`src/sv/lgs_pkg.sv`:
```
// shared types and constants for the life generation step block
`default_nettype none

package lgs_pkg;

  localparam int GRID_SIZE_DEF = 32;
  localparam int ROW_W         = 32;
  localparam int IDX_W         = 5;
  localparam int GEN_W         = 32;

  typedef enum logic [1:0] {
    ACT_LOAD    = 2'd0,
    ACT_ADVANCE = 2'd1,
    ACT_READ    = 2'd2
  } action_t;

  // per-cycle commands from the controller to the datapath
  typedef struct packed {
    logic accept;    // latch the input transaction
    logic load_wr;   // write the latched row
    logic rd_ri;     // read the addressed row
    logic rd_cap;    // capture read data as the result row
    logic rd_sweep;  // sweep read at the address set by the step count
    logic sw_top;    // old last row arrives, start of advance
    logic sw_row0;   // old row 0 arrives
    logic sw_mid;    // next row arrives, compute and write one row
    logic sw_last;   // compute and write the last row, finish advance
  } lgs_cmd_t;

endpackage

`default_nettype wire

```
`src/sv/life_generation_step.sv`:
```
// top level of the life generation step block
`default_nettype none

// Conway life grid of GRID_SIZE x GRID_SIZE cells under the b3/s23 rule.
// A transaction is taken at a rising edge with start high and busy low;
// busy stays high while it is worked on. Every transaction gives exactly
// one result, shown for one cycle with out_valid high; the receiver cannot
// stall it, so it must take the result in that cycle. A new transaction may
// be started in the same cycle that a result is shown. The advance time is
// set by the single read port of the grid memory: the sweep reads the old
// last row, then every row once into a three-row window, writing each new
// row back a row behind the reads. Rows 32 and up of a larger grid cannot
// be addressed by row_index; columns 32 and up cannot be loaded and do not
// show on out_row_out. After reset the grid reads all dead at once through
// per-row valid bits, with no clearing pass. edge_wrap is written through
// the cfg_ channel, always ready, and may only change while the block is
// idle.

module life_generation_step #(
  parameter int GRID_SIZE = lgs_pkg::GRID_SIZE_DEF
) (
  input  logic                      clk,
  input  logic                      rst_n,
  // command transaction
  input  logic                      start,
  output logic                      busy,
  input  logic [1:0]                in_action,
  input  logic [lgs_pkg::IDX_W-1:0] in_row_index,
  input  logic [lgs_pkg::ROW_W-1:0] in_row_bits,
  // result transaction
  output logic                      out_valid,
  output logic [lgs_pkg::ROW_W-1:0] out_row_out,
  output logic                      out_stable,
  output logic                      out_all_dead,
  output logic [lgs_pkg::GEN_W-1:0] out_generation,
  // configuration
  input  logic                      cfg_valid,
  output logic                      cfg_ready,
  input  logic                      cfg_edge_wrap
);

  import lgs_pkg::*;

  localparam int CW = $clog2(GRID_SIZE + 3);

  lgs_cmd_t      cmd;
  logic [CW-1:0] sweep_k;

  // config writes are taken on any cycle
  assign cfg_ready = 1'b1;

  // sequencing: accept, load write, row read, and the advance sweep
  lgs_ctrl #(
    .GRID_SIZE (GRID_SIZE)
  ) u_ctrl (
    .clk       (clk),
    .rst_n     (rst_n),
    .start     (start),
    .in_action (in_action),
    .busy      (busy),
    .out_valid (out_valid),
    .cmd       (cmd),
    .sweep_k   (sweep_k)
  );

  // grid storage, rule window and result registers
  lgs_datapath #(
    .GRID_SIZE (GRID_SIZE)
  ) u_datapath (
    .clk            (clk),
    .rst_n          (rst_n),
    .cmd            (cmd),
    .sweep_k        (sweep_k),
    .in_row_index   (in_row_index),
    .in_row_bits    (in_row_bits),
    .cfg_valid      (cfg_valid & cfg_ready),
    .cfg_edge_wrap  (cfg_edge_wrap),
    .out_row_out    (out_row_out),
    .out_stable     (out_stable),
    .out_all_dead   (out_all_dead),
    .out_generation (out_generation)
  );

endmodule

`default_nettype wire

```
`src/sv/lgs_row_rule.sv`:
```
// b3/s23 rule applied to one row from a three-row window
`default_nettype none

module lgs_row_rule #(
  parameter int GRID_SIZE = lgs_pkg::GRID_SIZE_DEF
) (
  input  logic [GRID_SIZE-1:0] up,
  input  logic [GRID_SIZE-1:0] mid,
  input  logic [GRID_SIZE-1:0] dn,
  input  logic                 wrap,
  output logic [GRID_SIZE-1:0] nrow,
  output logic                 changed
);

  for (genvar c = 0; c < GRID_SIZE; c++) begin : g_col
    localparam int  CL    = (c == 0) ? GRID_SIZE - 1 : c - 1;
    localparam int  CR    = (c == GRID_SIZE - 1) ? 0 : c + 1;
    localparam bit  LEDGE = (c == 0);
    localparam bit  REDGE = (c == GRID_SIZE - 1);
    logic       el;
    logic       er;
    logic [7:0] nb;
    logic [3:0] cnt;

    // horizontal neighbors past the edge count only when wrapping
    assign el = LEDGE ? wrap : 1'b1;
    assign er = REDGE ? wrap : 1'b1;
    assign nb = {up[CL] & el, up[c], up[CR] & er,
                 mid[CL] & el, mid[CR] & er,
                 dn[CL] & el, dn[c], dn[CR] & er};
    assign cnt = 4'(nb[0]) + 4'(nb[1]) + 4'(nb[2]) + 4'(nb[3]) +
                 4'(nb[4]) + 4'(nb[5]) + 4'(nb[6]) + 4'(nb[7]);
    assign nrow[c] = (cnt == 4'd3) | (mid[c] & (cnt == 4'd2));
  end

  assign changed = |(nrow ^ mid);

endmodule

`default_nettype wire

```
`src/sv/lgs_ctrl.sv`:
```
// controller state machine for the life generation step block
`default_nettype none

module lgs_ctrl #(
  parameter  int GRID_SIZE = lgs_pkg::GRID_SIZE_DEF,
  localparam int CW        = $clog2(GRID_SIZE + 3)
) (
  input  logic             clk,
  input  logic             rst_n,
  input  logic             start,
  input  logic [1:0]       in_action,
  output logic             busy,
  output logic             out_valid,
  output lgs_pkg::lgs_cmd_t cmd,
  output logic [CW-1:0]    sweep_k
);

  import lgs_pkg::*;

  typedef enum logic [2:0] {
    S_IDLE,
    S_LOAD,
    S_READ,
    S_RDATA,
    S_SWEEP
  } state_t;

  state_t        state_r, state_nxt;
  logic [CW-1:0] k_r, k_nxt;
  logic          out_valid_r, out_valid_nxt;
  action_t       act;

  assign act = action_t'(in_action);

  always_comb begin
    state_nxt     = state_r;
    k_nxt         = k_r;
    out_valid_nxt = 1'b0;
    cmd           = '0;
    case (state_r)
      S_IDLE: begin
        if (start) begin
          cmd.accept = 1'b1;
          k_nxt      = '0;
          case (act)
            ACT_LOAD:    state_nxt = S_LOAD;
            ACT_ADVANCE: state_nxt = S_SWEEP;
            default:     state_nxt = S_READ;
          endcase
        end
      end
      S_LOAD: begin
        cmd.load_wr   = 1'b1;
        out_valid_nxt = 1'b1;
        state_nxt     = S_IDLE;
      end
      S_READ: begin
        cmd.rd_ri = 1'b1;
        state_nxt = S_RDATA;
      end
      S_RDATA: begin
        cmd.rd_cap    = 1'b1;
        out_valid_nxt = 1'b1;
        state_nxt     = S_IDLE;
      end
      S_SWEEP: begin
        cmd.rd_sweep = (k_r <= CW'(GRID_SIZE));
        cmd.sw_top   = (k_r == CW'(1));
        cmd.sw_row0  = (k_r == CW'(2));
        cmd.sw_mid   = (k_r >= CW'(3)) && (k_r <= CW'(GRID_SIZE + 1));
        cmd.sw_last  = (k_r == CW'(GRID_SIZE + 2));
        k_nxt        = k_r + CW'(1);
        if (k_r == CW'(GRID_SIZE + 2)) begin
          out_valid_nxt = 1'b1;
          state_nxt     = S_IDLE;
        end
      end
      default: state_nxt = S_IDLE;
    endcase
  end

  always_ff @(posedge clk) begin
    if (!rst_n) begin
      state_r     <= S_IDLE;
      k_r         <= '0;
      out_valid_r <= 1'b0;
    end else begin
      state_r     <= state_nxt;
      k_r         <= k_nxt;
      out_valid_r <= out_valid_nxt;
    end
  end

  assign busy      = (state_r != S_IDLE);
  assign out_valid = out_valid_r;
  assign sweep_k   = k_r;

endmodule

`default_nettype wire

```
`src/sv/lgs_datapath.sv`:
```
// grid memory, three-row window, flags and counters
`default_nettype none

module lgs_datapath #(
  parameter  int GRID_SIZE = lgs_pkg::GRID_SIZE_DEF,
  localparam int CW        = $clog2(GRID_SIZE + 3)
) (
  input  logic                        clk,
  input  logic                        rst_n,
  input  lgs_pkg::lgs_cmd_t           cmd,
  input  logic [CW-1:0]               sweep_k,
  input  logic [lgs_pkg::IDX_W-1:0]   in_row_index,
  input  logic [lgs_pkg::ROW_W-1:0]   in_row_bits,
  input  logic                        cfg_valid,
  input  logic                        cfg_edge_wrap,
  output logic [lgs_pkg::ROW_W-1:0]   out_row_out,
  output logic                        out_stable,
  output logic                        out_all_dead,
  output logic [lgs_pkg::GEN_W-1:0]   out_generation
);

  import lgs_pkg::*;

  localparam int AW = $clog2(GRID_SIZE);

  logic [GRID_SIZE-1:0] mem [GRID_SIZE];
  logic [GRID_SIZE-1:0] vld_r;
  logic [GRID_SIZE-1:0] nz_r;
  logic [GRID_SIZE-1:0] rd_data_r;
  logic                 rd_vld_r;
  logic [GRID_SIZE-1:0] prev_r;
  logic [GRID_SIZE-1:0] cur_r;
  logic [GRID_SIZE-1:0] row0_r;
  logic                 chg_r;
  logic                 stable_r;
  logic [GEN_W-1:0]     gen_r;
  logic                 wrap_r;
  logic [IDX_W-1:0]     ri_r;
  logic [ROW_W-1:0]     bits_r;
  logic [ROW_W-1:0]     row_out_r;

  logic                 ri_ok;
  logic [AW-1:0]        ri_addr;
  logic                 rd_en;
  logic [AW-1:0]        rd_addr;
  logic [GRID_SIZE-1:0] rd_row;
  logic [GRID_SIZE-1:0] load_row;
  logic [GRID_SIZE-1:0] dn_row;
  logic [GRID_SIZE-1:0] nrow;
  logic                 changed;
  logic                 we;
  logic [AW-1:0]        wa;
  logic [GRID_SIZE-1:0] wd;
  logic                 sw_wr;
  logic [AW-1:0]        sw_addr;

  assign ri_ok    = (32'(ri_r) < 32'(GRID_SIZE));
  assign ri_addr  = AW'(ri_r);
  assign load_row = GRID_SIZE'(bits_r);
  // a row never written since reset reads as all dead
  assign rd_row   = rd_vld_r ? rd_data_r : '0;

  // sweep order: old last row first, then rows 0 up to the last
  assign rd_en   = cmd.rd_ri | cmd.rd_sweep;
  assign rd_addr = cmd.rd_ri ? ri_addr :
                   (sweep_k == '0) ? AW'(GRID_SIZE - 1) : AW'(sweep_k - CW'(1));

  assign dn_row  = cmd.sw_last ? (wrap_r ? row0_r : '0) : rd_row;
  assign sw_wr   = cmd.sw_mid | cmd.sw_last;
  assign sw_addr = cmd.sw_last ? AW'(GRID_SIZE - 1) : AW'(sweep_k - CW'(3));

  lgs_row_rule #(
    .GRID_SIZE (GRID_SIZE)
  ) u_rule (
    .up      (prev_r),
    .mid     (cur_r),
    .dn      (dn_row),
    .wrap    (wrap_r),
    .nrow    (nrow),
    .changed (changed)
  );

  always_comb begin
    we = 1'b0;
    wa = sw_addr;
    wd = nrow;
    if (cmd.load_wr) begin
      we = ri_ok;
      wa = ri_addr;
      wd = load_row;
    end else if (sw_wr) begin
      we = 1'b1;
    end
  end

  always_ff @(posedge clk) begin
    if (we) begin
      mem[wa] <= wd;
    end
    if (rd_en) begin
      rd_data_r <= mem[rd_addr];
      rd_vld_r  <= vld_r[rd_addr];
    end
  end

  always_ff @(posedge clk) begin
    if (!rst_n) begin
      vld_r    <= '0;
      nz_r     <= '0;
      stable_r <= 1'b1;
      gen_r    <= '0;
      wrap_r   <= 1'b0;
    end else begin
      if (we) begin
        vld_r[wa] <= 1'b1;
        nz_r[wa]  <= |wd;
      end
      if (cmd.sw_last) begin
        stable_r <= !(chg_r | changed);
        gen_r    <= gen_r + GEN_W'(1);
      end
      if (cfg_valid) begin
        wrap_r <= cfg_edge_wrap;
      end
    end
  end

  always_ff @(posedge clk) begin
    if (cmd.accept) begin
      ri_r   <= in_row_index;
      bits_r <= in_row_bits;
    end
    if (cmd.sw_top) begin
      prev_r <= wrap_r ? rd_row : '0;
      chg_r  <= 1'b0;
    end
    if (cmd.sw_row0) begin
      cur_r  <= rd_row;
      row0_r <= rd_row;
    end
    if (cmd.sw_mid) begin
      prev_r <= cur_r;
      cur_r  <= rd_row;
      chg_r  <= chg_r | changed;
    end
    if (cmd.load_wr) begin
      row_out_r <= ri_ok ? ROW_W'(load_row) : '0;
    end else if (cmd.rd_cap) begin
      row_out_r <= ri_ok ? ROW_W'(rd_row) : '0;
    end else if (cmd.sw_top) begin
      row_out_r <= '0;
    end else if (sw_wr && ri_ok && (sw_addr == ri_addr)) begin
      row_out_r <= ROW_W'(nrow);
    end
  end

  assign out_row_out    = row_out_r;
  assign out_stable     = stable_r;
  assign out_all_dead   = ~|nz_r;
  assign out_generation = gen_r;

endmodule

`default_nettype wire

```
`config.mk`:
```
export PLATFORM = sky130hd
export DESIGN_NAME = life_generation_step
export DESIGN_NICKNAME = d
export VERILOG_FILES = /design/src/sv/lgs_pkg.sv /design/src/sv/life_generation_step.sv /design/src/sv/lgs_row_rule.sv /design/src/sv/lgs_ctrl.sv /design/src/sv/lgs_datapath.sv
export SDC_FILE = /design/constraint.sdc
export NUM_CORES = 2
export LEC_CHECK = 0
export ABC_CLOCK_PERIOD_IN_PS = 7850
export BUFFER_PORTS_ARGS = -buffer_cell sky130_fd_sc_hd__buf_4
export CELL_PAD_IN_SITES_DETAIL_PLACEMENT = 0
export CELL_PAD_IN_SITES_GLOBAL_PLACEMENT = 1
export CORE_ASPECT_RATIO = 0.5
export CORE_MARGIN = 8
export CORE_UTILIZATION = 30
export CTS_BUF_LIST = sky130_fd_sc_hd__clkbuf_16
export DETAILED_ROUTE_END_ITERATION = 16
export PLACE_DENSITY_LB_ADDON = 0.1
export REMOVE_ABC_BUFFERS = 1
export SETUP_SLACK_MARGIN = 0.4
export SYNTH_ARGS = -nofsm -noshare
export SYNTH_HDL_FRONTEND = slang
export SYNTH_SLANG_ARGS = --single-unit
```
`constraint.sdc`:
```
create_clock -name clk -period 7.85 [get_ports clk]
set_clock_uncertainty 0.15 [all_clocks]
set_input_delay 1.57 -clock clk [delete_from_list [all_inputs] [get_ports clk]]
set_output_delay 1.57 -clock clk [all_outputs]
set_load 0.03 [all_outputs]
```
==> results.ini <==
[outcome]
outcome=finished clean

[route]
drtIter0Drc=3770
num_vias=39271
avgViaCountPerCell=5.11
antenna_left=0
routedWlPerCell_um=27.8
dr.pass1.iters=6
remaining_drc_errors=0
routed_wl_mm=213

[synth]
synth-seq-area-share_pct=65.5
syn_inst=4823
synth-main-ff-cell=edfxtp_1
syn_area_um2=59400
yosys-mux-area-fraction_pct=2.65
synth-seq-cells=1331
synth_edf_count=1223
synthArstFlopShare_pct=0
synth-adder-area-share_pct=6.37
synth-xor-area-share_pct=0.605
synth-simple-area-share_pct=16.9
yosys_warnings=0
syn_area_per_cell_um2=12.3
synth_top_family_by_area=simple AND/OR/NAND/NOR gates
synth_compound_area_share_pct=4.76
ys_types=83

[pwr]
p_per_area_nw_per_um2=266
vdd_drop_max_uv=153
p_leak_uw=0.0248
p_total_uw=18200

[cts]
tritoncts=done
ctsHtreeMaxLevel=4
cts_max_path_buffers=4
cts_made_buffers=143
root_buffer=clkbuf_16
cts_sinks=1331
clkLatencyLatePin_ns=0.81
clkSlewWorstSetupHoldPaths_ns=0.06

[run]
cap_violations=0

[setup_path]
cp_slowest_cell=or3b_2
critPathLaunchType=register
cpMostUsedCell=fa_1
reg2reg_slack_ns=0.75
crit_chain=or3b_2, nor3_4, buf_12, nand3_1, nand2_1, fa_1, inv_1, fa_1, fa_1, inv_1, ha_1, fa_1, and4b_1, a21oi_1, o31ai_4, buf_4, nor4_2, nand2_1, nor4b_4, buf_6, a21oi_1
cp.arrival_ns=7.58
required_ns=8.32
crit_path_end_kind=register
path_class=reg -> reg
worst_path_largest_cell_delay_ns=0.61
crit_fanout=33

[final_layout]
ff_latch_area_um2=38900
final_cell_count_no_fill=7690
design_area_um2=68600
fill_cells=19212
layout.nets=5230
multiInputGateArea_um2=19300
area_growth_pct=15.5
drive_gt1_share_pct=11.9

[timing]
max_freq_mhz=141
rsz0062_at_grt=no
relSlewSlack_pct=8.28
min_period_ns=7.10
setup_tns_ns=0
hold_violations=0
max_slew.worst_pin.slew_ns=1.37
hold-worst-slack_ns=0.313
finalSetupViolations=0
finalCritPeriodShare_pct=90.5
slew_violations=0

[global_routing]
grt_use_met3_pct=2.78
grt_first_pass_wirelength_mm=300
grtUsageMet1_pct=29.0
use_met2_pct=30.7
busiest_layer=met2
track_usage_pct=19.6
grt_pass1_vias=38707
grt_overflow=0
grt_max_degree=139
antenna_found_initial=6

[floorplan]
coreArea_um2=197000
initial_core_util_pct=30.2
die_area_um2=213000
dieHeight_um=331
io-pin-count=113
dieWidth_um=645
fp-row-count=115

[placed_design]
io_buffers=111
dpl.cell_count=7441
dpl_cell_area_um2=64300
gp_congestion=0.828
hpwl_mm=126

[worst_hold_path]
holdCritPathClass=reg -> reg

==> cells in the final DEF (no fill, tap or decap), types with 24 or more instances in the layout <==
cell type and instances:
clkbuf_16 145, o21a_1 38, o211a_1 33, buf_4 227, clkinv_1 25, a21oi_1 100
and2_1 56, nand3_1 752, ha_1 109, nor2_1 75, xnor2_1 26, nor2_4 39
fa_1 121, edfxtp_1 1223, nand2_1 1098, o21ai_0 120, dfxtp_1 107, inv_1 270
nor4_1 24, mux4_2 67
==> state kept, by name (all words and copies together), names as in the netlist, 3 cells and up <==
register / count
u_datapath.prev_r: 32
u_datapath.cur_r: 32
u_datapath.out_generation: 32
u_datapath.rd_data_r: 32
u_datapath.vld_r: 32
u_datapath.row0_r: 32
u_datapath.ri_addr: 5
u_ctrl.sweep_k: 6
u_ctrl.state_r: 3
u_datapath.bits_r: 32
u_datapath.out_row_out: 32
u_datapath.mem: 1024
u_datapath.nz_r: 32
==> cell type report <==
class / count / share of cell area [%]
sequential: 1331 / 56.7
multi-input combinational: 3004 / 28.1
clock buffer: 145 / 5.29
tap: 2632 / 4.80
timing repair buffer: 242 / 2.91
inverter: 234 / 1.28
clock inverter: 101 / 0.950
antenna: 1 / 0.00365
==> path summary, 6_finish.rpt <==
path	start	end	depth (start not counted)
max	u_ctrl.state_r[2]$_SDFFE_PN0P_	u_datapath.nz_r[15]$_SDFFE_PN0P_	21
min reg2reg	u_datapath.vld_r[3]$_SDFFE_PN0P_	u_datapath.vld_r[3]$_SDFFE_PN0P_	1
max reg2reg	u_ctrl.state_r[2]$_SDFFE_PN0P_	u_datapath.nz_r[15]$_SDFFE_PN0P_	21
min	u_datapath.vld_r[3]$_SDFFE_PN0P_	u_datapath.vld_r[3]$_SDFFE_PN0P_	1
==> critical path, delay by kind of cell (launching register included) <==
kind | cells | cell delay (ns)
flip-flops | 1 | 0.48
AO/OA/AOI/OAI | 3 | 0.57
adder cells (fa/ha/maj) | 5 | 2.03
buffers and inverters | 5 | 0.95
AND/OR/NAND/NOR | 8 | 2.74
==> cells in the mapped netlist (all sizes together), types with 8 or more instances <==
master	number	area [µm²]
inv	234	878
a31oi	18	113
nor3b	21	174
and3	16	100
o31ai	12	90.1
or3	15	93.8
ha	109	1360
mux4	67	1510
nor3	25	140
buf	67	352
o21ai	154	774
xnor2	26	228
xor2	15	131
and4b	8	80.1
o211a	33	330
nand4	20	125
nor2b	14	87.6
and2	59	369
edfxtp	1223	36700
nor2	114	428
clkbuf	187	702
nand2	1098	4120
dfxtp	108	2160
a21oi	101	505
a21o	9	67.6
fa	121	2420
a21boi	13	97.6
nand3	753	3770
o211ai	19	148
o21a	38	285
nor4b	8	85.1
nor4	25	156
==> routing by layer <==
layer | wire [µm] | up-vias
met5 | 0 | -
met4 | 3780 | 0
met3 | 10800 | 219
met2 | 95300 | 1068
met1 | 103000 | 20378
li1 | - | 17606
==> what timing repair did <==
| action | in CTS | in global routing |
|---|---|---|
| gates resized for setup | 1 | 4 |
| pin swaps | 0 | 1 |
| hold buffers | 0 | 0 |
| setup endpoints to repair | 31 | 32 |
| setup buffers | 0 | 2 |
==> cell families (layout without fill, tap and decap cells) <==
family | Yosys count | in the layout
simple gates | 2214 | 2214
mux | 73 | 73
fa+ha+maj | 230 | 230
flops | 1331 | 1331
compound gates | 445 | 445
buf+inv | 488 | 722
xor+xnor | 41 | 41
other cells | 1 | 2
==> report_power, final <==
group	internal (µW)	switching [µW]	leakage [µW]
registers	8480	72.9	0.0121
clock network	3580	2880	0.00224
logic	873	2350	0.0105
total	12900	5300	0.0248
==> stage by stage <==
stage / util, % / worst slack, ns
2_1_floorplan: - / -13.03
3_3_place_gp: 32.7 / 0.317
3_5_place_dp: 32.7 / 0.314
4_1_cts: 34.9 / 0.581
5_1_grt: 34.9 / 0.457
6_report: 34.9 / 0.746
No activity file was read; power rests on OpenSTA's default activity.
